## src/id3fl_pkg.sv

```systemverilog
// Shared types and constants for the ID3v2 frame locator.
package id3fl_pkg;

    // Parser phase
    typedef enum logic [2:0] {
        PH_TAG_HDR = 3'd0,
        PH_EXT_HDR = 3'd1,
        PH_FRM_HDR = 3'd2,
        PH_DATA    = 3'd3,
        PH_DONE    = 3'd4
    } phase_t;

    // Result kind codes
    typedef enum logic [2:0] {
        KIND_TAG_HDR = 3'd0,
        KIND_FRAME   = 3'd1,
        KIND_PADDING = 3'd2,
        KIND_TAG_END = 3'd3,
        KIND_STOPPED = 3'd4
    } kind_t;

    // Configuration register indexes
    localparam logic REG_TARGET_ID     = 1'b0;
    localparam logic REG_STOP_ON_MATCH = 1'b1;

    localparam int  HDR_LEN      = 10;
    localparam int  EXT_FLAG_BIT = 6;
    localparam int  FIFO_DEPTH   = 4;
    localparam int  PTR_W        = 2;
    localparam int  CNT_W        = 3;

    typedef struct packed {
        kind_t       kind;
        logic [31:0] frame_id;
        logic [31:0] size_value;
        logic [31:0] frame_offset;
        logic        is_match;
        logic [7:0]  tag_flags;
    } result_t;

endpackage

```

## src/id3v2_frame_locator.sv

```systemverilog
// Byte-serial ID3v2 tag and frame header locator with a small result queue.
//
//   channel  signals                                   direction
//   input    in_valid, in_stall, data_byte, start_req  in (stall out)
//   output   out_valid, out_stall, kind, frame_id,     out (stall in)
//            size_value, frame_offset, is_match, tag_flags
//   config   wr_en, wr_index, wr_data                  in
//
// One byte is taken per cycle; its results enter a 4-entry result queue on
// the same edge and leave one per cycle unless out_stall. A byte can yield
// two results, so the input stalls while fewer than two queue entries are
// free. Reset clears the parser state, the queue and the registers; with
// no start_req after reset the first byte is taken as tag byte 0.
module id3v2_frame_locator
(
    input  logic        clk,
    input  logic        rst_n,
    input  logic        in_valid,
    output logic        in_stall,
    input  logic [7:0]  data_byte,
    input  logic        start_req,
    output logic        out_valid,
    input  logic        out_stall,
    output logic [2:0]  kind,
    output logic [31:0] frame_id,
    output logic [31:0] size_value,
    output logic [31:0] frame_offset,
    output logic        is_match,
    output logic [7:0]  tag_flags,
    input  logic        wr_en,
    input  logic        wr_index,
    input  logic [31:0] wr_data
);
    import id3fl_pkg::*;

    logic [31:0] target_id_reg;
    logic        stop_reg;

    phase_t      phase_reg, phase_next;
    logic [31:0] pos_reg, count_reg, size_reg, id_reg, fs_reg;
    logic [28:0] limit_reg;
    logic [7:0]  flags_reg;

    phase_t      e_phase;
    logic [31:0] e_pos, e_count, e_size, e_id, e_fs;
    logic [28:0] e_limit;
    logic [7:0]  e_flags;

    logic [31:0] count_next, size_next, id_next, fs_next, pos_next, cnt_inc;
    logic [28:0] limit_next;
    logic [7:0]  flags_next;
    logic        hdr_last, ext_end, data_end, pad_hit, match, stop_hit, at_end, enter;

    result_t     r0, r1;
    logic        r0_valid, r1_valid;

    result_t     fifo_reg [FIFO_DEPTH];
    logic [PTR_W-1:0] wr_ptr_reg, rd_ptr_reg;
    logic [CNT_W-1:0] fill_reg;
    logic        accept, pop;
    logic [CNT_W-1:0] n_push;

    assign in_stall  = (fill_reg > CNT_W'(FIFO_DEPTH - 2));
    assign accept    = in_valid && !in_stall;
    assign out_valid = (fill_reg != '0);
    assign pop       = out_valid && !out_stall;

    // A start byte sees the parser as freshly reset
    always_comb
    begin
        if (start_req)
        begin
            e_phase = PH_TAG_HDR;
            e_pos   = '0;
            e_count = '0;
            e_size  = '0;
            e_id    = '0;
            e_fs    = '0;
            e_limit = '0;
            e_flags = '0;
        end
        else
        begin
            e_phase = phase_reg;
            e_pos   = pos_reg;
            e_count = count_reg;
            e_size  = size_reg;
            e_id    = id_reg;
            e_fs    = fs_reg;
            e_limit = limit_reg;
            e_flags = flags_reg;
        end
    end

    assign cnt_inc  = e_count + 32'd1;
    assign pos_next = e_pos + 32'd1;
    assign hdr_last = (e_count == 32'(HDR_LEN - 1));
    assign ext_end  = (cnt_inc >= 32'(HDR_LEN));
    assign data_end = (cnt_inc >= e_size);
    assign pad_hit  = (e_phase == PH_FRM_HDR) && (e_count == 32'd0) && (data_byte == 8'd0);

    // Datapath updates
    always_comb
    begin
        count_next = e_count;
        size_next  = e_size;
        id_next    = e_id;
        fs_next    = e_fs;
        limit_next = e_limit;
        flags_next = e_flags;
        case (e_phase)
            PH_TAG_HDR:
            begin
                if (e_count == 32'd5)
                    flags_next = data_byte;
                else if (e_count == 32'd6)
                    size_next = {25'd0, data_byte[6:0]};
                else if (e_count > 32'd6)
                    size_next = {4'd0, e_size[20:0], data_byte[6:0]};
                count_next = cnt_inc;
                if (hdr_last)
                begin
                    limit_next = {1'b0, size_next[27:0]} + 29'(HDR_LEN);
                    count_next = '0;
                end
            end
            PH_EXT_HDR:
            begin
                count_next = ext_end ? '0 : cnt_inc;
            end
            PH_FRM_HDR:
            begin
                if (e_count == 32'd0)
                begin
                    fs_next = e_pos;
                    id_next = {24'd0, data_byte};
                end
                else if (e_count < 32'd4)
                    id_next = {e_id[23:0], data_byte};
                else if (e_count == 32'd4)
                    size_next = {24'd0, data_byte};
                else if (e_count < 32'd8)
                    size_next = {e_size[23:0], data_byte};
                count_next = hdr_last ? '0 : cnt_inc;
            end
            PH_DATA:
            begin
                count_next = data_end ? '0 : cnt_inc;
            end
            default:
            begin
                count_next = e_count;
            end
        endcase
    end

    assign match    = (id_next == target_id_reg);
    assign stop_hit = match && stop_reg;
    assign at_end   = ({3'd0, limit_next} <= pos_next);

    // Points where a frame header could begin
    always_comb
    begin
        case (e_phase)
            PH_TAG_HDR: enter = hdr_last && !flags_next[EXT_FLAG_BIT];
            PH_EXT_HDR: enter = ext_end;
            PH_FRM_HDR: enter = hdr_last && !stop_hit && (size_next == 32'd0);
            PH_DATA:    enter = data_end;
            default:    enter = 1'b0;
        endcase
    end

    // Next phase
    always_comb
    begin
        phase_next = e_phase;
        case (e_phase)
            PH_TAG_HDR:
            begin
                if (hdr_last && flags_next[EXT_FLAG_BIT])
                    phase_next = PH_EXT_HDR;
            end
            PH_FRM_HDR:
            begin
                if (pad_hit)
                    phase_next = PH_DONE;
                else if (hdr_last && stop_hit)
                    phase_next = PH_DONE;
                else if (hdr_last && (size_next != 32'd0))
                    phase_next = PH_DATA;
            end
            default:
            begin
                phase_next = e_phase;
            end
        endcase
        if (enter)
            phase_next = at_end ? PH_DONE : PH_FRM_HDR;
    end

    // Results of the current byte
    always_comb
    begin
        r0       = '{kind: KIND_TAG_HDR, frame_id: '0, size_value: '0,
                     frame_offset: '0, is_match: 1'b0, tag_flags: flags_next};
        r1       = r0;
        r0_valid = 1'b0;
        r1_valid = 1'b0;
        if ((e_phase == PH_TAG_HDR) && hdr_last)
        begin
            r0_valid      = 1'b1;
            r0.size_value = size_next;
        end
        else if (pad_hit)
        begin
            r0_valid        = 1'b1;
            r0.kind         = KIND_PADDING;
            r0.frame_offset = e_pos;
        end
        else if ((e_phase == PH_FRM_HDR) && hdr_last)
        begin
            r0_valid        = 1'b1;
            r0.kind         = KIND_FRAME;
            r0.frame_id     = id_next;
            r0.size_value   = size_next;
            r0.frame_offset = fs_next;
            r0.is_match     = match;
            if (stop_hit)
            begin
                r1_valid = 1'b1;
                r1       = r0;
                r1.kind  = KIND_STOPPED;
            end
        end
        if (enter && at_end)
        begin
            if (r0_valid)
            begin
                r1_valid        = 1'b1;
                r1.kind         = KIND_TAG_END;
                r1.frame_offset = pos_next;
            end
            else
            begin
                r0_valid        = 1'b1;
                r0.kind         = KIND_TAG_END;
                r0.frame_offset = pos_next;
            end
        end
    end

    always_ff @(posedge clk or negedge rst_n)
    begin
        if (!rst_n)
        begin
            target_id_reg <= '0;
            stop_reg      <= 1'b0;
        end
        else if (wr_en)
        begin
            case (wr_index)
                REG_TARGET_ID:     target_id_reg <= wr_data;
                REG_STOP_ON_MATCH: stop_reg      <= wr_data[0];
                default:           stop_reg      <= stop_reg;
            endcase
        end
    end

    always_ff @(posedge clk or negedge rst_n)
    begin
        if (!rst_n)
        begin
            phase_reg <= PH_TAG_HDR;
            pos_reg   <= '0;
            count_reg <= '0;
            size_reg  <= '0;
            id_reg    <= '0;
            fs_reg    <= '0;
            limit_reg <= '0;
            flags_reg <= '0;
        end
        else if (accept)
        begin
            phase_reg <= phase_next;
            pos_reg   <= pos_next;
            count_reg <= count_next;
            size_reg  <= size_next;
            id_reg    <= id_next;
            fs_reg    <= fs_next;
            limit_reg <= limit_next;
            flags_reg <= flags_next;
        end
    end

    // Result queue: up to two pushes and one pop per cycle
    assign n_push = accept ? (CNT_W'(r0_valid) + CNT_W'(r1_valid)) : '0;

    always_ff @(posedge clk or negedge rst_n)
    begin
        if (!rst_n)
        begin
            wr_ptr_reg <= '0;
            rd_ptr_reg <= '0;
            fill_reg   <= '0;
        end
        else
        begin
            wr_ptr_reg <= wr_ptr_reg + n_push[PTR_W-1:0];
            if (pop)
                rd_ptr_reg <= rd_ptr_reg + PTR_W'(1);
            fill_reg <= fill_reg + n_push - CNT_W'(pop);
        end
    end

    always_ff @(posedge clk)
    begin
        if (accept && r0_valid)
            fifo_reg[wr_ptr_reg] <= r0;
        if (accept && r1_valid)
            fifo_reg[wr_ptr_reg + PTR_W'(1)] <= r1;
    end

    assign kind         = fifo_reg[rd_ptr_reg].kind;
    assign frame_id     = fifo_reg[rd_ptr_reg].frame_id;
    assign size_value   = fifo_reg[rd_ptr_reg].size_value;
    assign frame_offset = fifo_reg[rd_ptr_reg].frame_offset;
    assign is_match     = fifo_reg[rd_ptr_reg].is_match;
    assign tag_flags    = fifo_reg[rd_ptr_reg].tag_flags;

endmodule
```

## config.mk

```make
export PLATFORM = sky130hd
export DESIGN_NAME = id3v2_frame_locator
export DESIGN_NICKNAME = d
export VERILOG_FILES = /design/src/id3fl_pkg.sv /design/src/id3v2_frame_locator.sv
export SDC_FILE = /design/constraint.sdc
export NUM_CORES = 2
export LEC_CHECK = 0
export ABC_AREA = 1
export BUFFER_PORTS_ARGS = -buffer_cell sky130_fd_sc_hd__buf_2
export CAP_MARGIN = 15
export CELL_PAD_IN_SITES_DETAIL_PLACEMENT = 0
export CELL_PAD_IN_SITES_GLOBAL_PLACEMENT = 1
export CORE_ASPECT_RATIO = 0.5
export CORE_UTILIZATION = 40
export DETAILED_ROUTE_END_ITERATION = 12
export HOLD_SLACK_MARGIN = 0.1
export PLACE_DENSITY_LB_ADDON = 0.1
export SKIP_LAST_GASP = 1
export SLEW_MARGIN = 20
export SYNTH_ARGS = -nofsm -noshare
export SYNTH_HDL_FRONTEND = slang
export SYNTH_SLANG_ARGS = --single-unit
```

## constraint.sdc

```tcl
create_clock -name clk -period 15.7 [get_ports clk]
set_clock_uncertainty 0.05 [all_clocks]
set_input_delay 1.57 -clock clk [delete_from_list [all_inputs] [get_ports clk]]
set_output_delay 1.57 -clock clk [all_outputs]
set_load 0.02 [all_outputs]
```

# [Word-level counts from Yosys, hierarchy flattened]
# Memories as Yosys holds them, arrays and structs flattened.
# Cells that the tools add are included.
[op_classes] n_addsub=9 n_mul=0 div_mod_pow=0 magnitude_cmp=7 eq_ne=8 n_shift=0 n_mux=73 bitwise_logic=1 reduce_logical=29
[op_table] cell="$mux 32" count=27
[op_table] cell="$mux 108" count=4
[op_table] cell="$mux 98" count=1
[op_table] cell="$eq 32x3->1 const B" count=3
[op_table] cell="$pmux 32 s3" count=1
[op_table] cell="$mux 29" count=3
[op_table] cell="$add 32x1->32 const B" count=2
[op_table] cell="$logic_not 32->1" count=2
[op_table] cell="$mux 64" count=1
[op_table] cell="$pmux 32 s2" count=1
[op_table] cell="$mux 35" count=1
[op_table] cell="$mux 3" count=11
[op_table] cell="$mux 33" count=1
[op_table] cell="$eq 32x32->1" count=1
[op_table] cell="$eq 32x4->1 const B" count=1
[op_table] cell="$ge 32x32->1" count=1
[op_table] cell="$ge 32x4->1 const B" count=1
[op_table] cell="$gt 32x3->1 const B" count=1
[op_table] cell="$le 29x32->1" count=1
[op_table] cell="$lt 32x3->1 const B" count=1
[op_table] cell="$lt 32x4->1 const B" count=1
[op_table] cell="$reduce_bool 32->1" count=1
[op_table] cell="$add 28x4->29 const B" count=1
[op_table] cell="$mux 8" count=3
[op_table] cell="20 further kinds" count=56
[word_totals] reg_bits=240 latchBits=0 ram_bits=432 mem_bits_ro=0 inputBits=47 wordCells=141 n_memories=1
[memory_table] name="fifo_reg" depth=4 width=108 read_ports=1 rd_ports_with_merged_regs=0 wr=2 line_no="id3v2_frame_locator.sv:57" rtl="result_t fifo_reg [FIFO_DEPTH];"

# [Logic depth before layout (Yosys ltp)]
[logic_depth] word_depth=17 ltp_mapped=49 mapped_depth_nobuf=45

# [Worst setup path before layout]
# No wires, ideal clock.
[synth_path] path_kind="input-to-reg" start="in start_req" end="mem fifo_reg[0][0] (netlist bit), enable pin" setup_time_ns=0.724 arrival_time_ns=13.618 path_slack_ns=1.308 stages=31 n_path_buf=6 path_cell_list="buf_4 -> buf_2 -> buf_1 -> buf_1 -> clkbuf_1 -> buf_1 -> nor2_1 -> ha_1 -> nand2_1 -> nor2_1 -> nand2_1 -> nor2_1 -> nand2_1 -> nor3_1 -> nand3_1 -> nor2_1 -> nand3_1 -> nor4_1 -> nand2_1 -> xor2_1 -> ha_1 -> nand4_1 -> nor4b_1 -> nand4_1 -> nand2_1 -> nor2_1 -> nand3_2 -> nand2_4 -> nand2_1 -> nand2_1 -> o21ai_0"
[synth_lines] item="start, declared" line_no="id3v2_frame_locator.sv:21" rtl="input logic start_req,"
[synth_lines] item="end, declared" line_no="id3v2_frame_locator.sv:57"

==> impl_metrics.ini <==
[outcome]
status = finished, final reports clean

[drt]
drt_wl_total_mm = 134
wl_per_cell_um = 21.5
firstDrtPassIters = 6
vias = 33762
drt-vias-per-instance = 5.41
drtAntennaViolNets = 0
drt_iter0_drc = 3029
drc = 0

[sta]
tns_ps = 0
min_period_ps = 10260
rsz0062_at_grt = no
max_freq_mhz = 97.5
max_slew_margin = 0.292
worst_pin_slew_ps = 1060
drv_slew = 0
hold_viol = 0
setup-violations-final = 0
finalCritPeriodShare = 0.653

[clock_tree]
htree_levels = 3
cts_tree = yes
clock_latency_ps = 670
clock_sink_count = 672
path_clk_slew_ps = 60
cts_root_buf = clkbuf_16
holdBufCountCts = 0
post_cts.repair.setup_buffers = 0
cts_repair_resize_count = 0
cts_buffer_depth = 3
numCtsBuffers = 69

[grt]
grt_overflow = 0
first_global_vias = 31667
grt_pass1_wl_mm = 201
grt_start_max_net_pins = 131
track_usage = 0.271
antenna_found_initial = 0

[setup_path]
crit_path_end = fifo_reg[3][102]$_DFFE_PP_
worstPathArrival_ps = 10490
crit_path_max_fanout = 85
r2r_slack_ps = 6950
r2r-end = fifo_reg[3][102]$_DFFE_PP_
cpMostUsedCell = nand2_1
r2r-start = count_reg[16]$_DFFE_PN0P_
crit_required_ps = 15930
cpPeakStageDelay_ps = 810
crit_slowest_cell = nand4_4
crit_path_start = start_req
crit_path_start_kind = input port
criticalPathCategory = input port to flip-flop
r2r_cells = 35
end_kind = flip-flop

[placed_design]
dpl_cell_area_mm2 = 0.0402
place_congestion = 0.949
place_hpwl_mm = 90.2
dp_cells = 6120
port_buffers = 156

[floorplanning]
die_x_um = 441
die_h_um = 222
start_util = 0.404
dieArea_mm2 = 0.0978
pin_count = 157
rows = 80
core_area_mm2 = 0.0954

[logic_synthesis]
async_flop_share = 0.357
synth_flop_cell = edfxtp_1
postSynthAreaPerCell_um2 = 7.86
synth_area_leaders = edfxtp_1 34%, dfrtp_1 16%, nand2_1 13%, nor2_1 7.7%, o21ai_0 6.1%
synth_cell_types = 57
synth-seq-area-share = 0.492
synth_cells = 4911
syn_area_mm2 = 0.0386
synth-seq-cells = 672
synth_edf_count = 432
synth_nets = 5031
yosysTopAreaCell = edfxtp_1
ys_warn_count = 0
post-synth-top-area-fraction = 0.336

[final_layout]
final_net_count = 5040
mostFrequentLayoutCells = 1344 x nand2_1, 786 x nor2_1, 466 x o21ai_0
n_fill_cell = 9648
final_common_cell = nand2_1
diodes = 0
syn2layout_area_growth_pct = 9.86
fin_cells = 6241
largest_register_ffs = 432
design_area_mm2 = 0.0424
drive_gt1_frac = 0.0759

[pwr]
p_clk_frac = 0.258
seqPwrFrac = 0.334
comb_power_share = 0.408
power_switching_w = 0.00282
intPower_w = 0.00365
leakage_nw = 17.8
p_per_area_mw_per_mm2 = 153
irDropWorstVdd_v = 0.0000802
p_sw_frac = 0.436
total_power_w = 0.00646

[job]
maxCapViolations = 0

[min_path]
min_path_type = flip-flop to flip-flop
==> power by group through the flow <==
stage / logic, W / registers [W] / clock network [W]
2_1_floorplan: 0.00177 / 0.00213 / 0
3_3_place_gp: 0.00262 / 0.00219 / 0
3_5_place_dp: 0.00263 / 0.00219 / 0
4_1_cts: 0.00264 / 0.00216 / 0.00170
5_1_grt: 0.00289 / 0.00218 / 0.00177
6_report: 0.00264 / 0.00216 / 0.00167
==> cells in the mapped netlist, types with 12 or more instances <==
| library cell | number |
|---|---|
| a21oi_1 | 140 |
| a31oi_1 | 25 |
| buf_1 | 25 |
| buf_2 | 38 |
| buf_4 | 12 |
| buf_6 | 21 |
| clkbuf_1 | 170 |
| dfrtp_1 | 240 |
| edfxtp_1 | 432 |
| ha_1 | 72 |
| inv_1 | 381 |
| nand2_1 | 1347 |
| nand3_1 | 254 |
| nand3b_1 | 16 |
| nand4_1 | 69 |
| nor2_1 | 788 |
| nor3_1 | 33 |
| o21ai_0 | 470 |
| o21ai_1 | 50 |
| o21bai_1 | 13 |
| o22ai_1 | 123 |
| xor2_1 | 55 |
==> area by class of cell <==
type,count,area [µm²],share of cell area
Inverter,394,1490,0.0352
Sequential cell,672,19000,0.448
Tap cell,1271,1590,0.0375
Clock buffer,90,1870,0.0441
Multi-Input combinational cell,3579,17000,0.400
Clock inverter,31,294,0.00694
Timing Repair Buffer,204,1200,0.0283
==> worst min path at each step <==
stage	startpoint	end	slack [ps]	cells after the start
2_1_floorplan	size_reg[21]$_DFFE_PN0P_	size_reg[21]$_DFFE_PN0P_	400	2
3_3_place_gp	fs_reg[30]$_DFFE_PN0P_	fs_reg[30]$_DFFE_PN0P_	410	2
3_5_place_dp	size_reg[18]$_DFFE_PN0P_	size_reg[18]$_DFFE_PN0P_	420	2
4_1_cts	size_reg[20]$_DFFE_PN0P_	size_reg[20]$_DFFE_PN0P_	430	2
5_1_grt	flags_reg[3]$_DFFE_PN0P_	flags_reg[3]$_DFFE_PN0P_	450	2
6_report	fs_reg[12]$_DFFE_PN0P_	fs_reg[12]$_DFFE_PN0P_	430	2
==> through the flow <==
step | setup WS (ps) | hold WS (ps) | utilization
finish | 5440 | 430 | 0.444
global route | 4740 | 449 | 0.444
CTS | 5570 | 432 | 0.444
detailed placement | 4850 | 415 | 0.422
global placement | 5010 | 413 | 0.422
floorplan | 1310 | 399 | -
==> per-layer routing <==
layer	vias up	GRT usage	wire length (µm)	part of all wire
met3	175	0.0394	7470	0.056
li1	16321	-	-	-
met4	0	0.0698	3070	0.023
met2	1005	0.425	61100	0.46
met1	16261	0.391	62400	0.47
met5	-	0	0	0
==> cell families after synthesis <==
logic type                 after synthesis  synth area share
xor gates and xnor gates                65            0.0148
buffers and inverters                  660            0.0708
DFF                                    672             0.492
AOI/OAI and AO/OA                      862             0.121
and+or+nand+nor                       2574             0.277
adders and majority gates               73            0.0239
muxes                                    5           0.00146
==> worst max-delay path: cells and delay by family <==
kind,cells,cell delay (ps)
compound gates,7,2660
buf+inv,7,2030
fa+ha+maj,1,210
simple gates,16,3590
(Power assumes the default switching activity.)
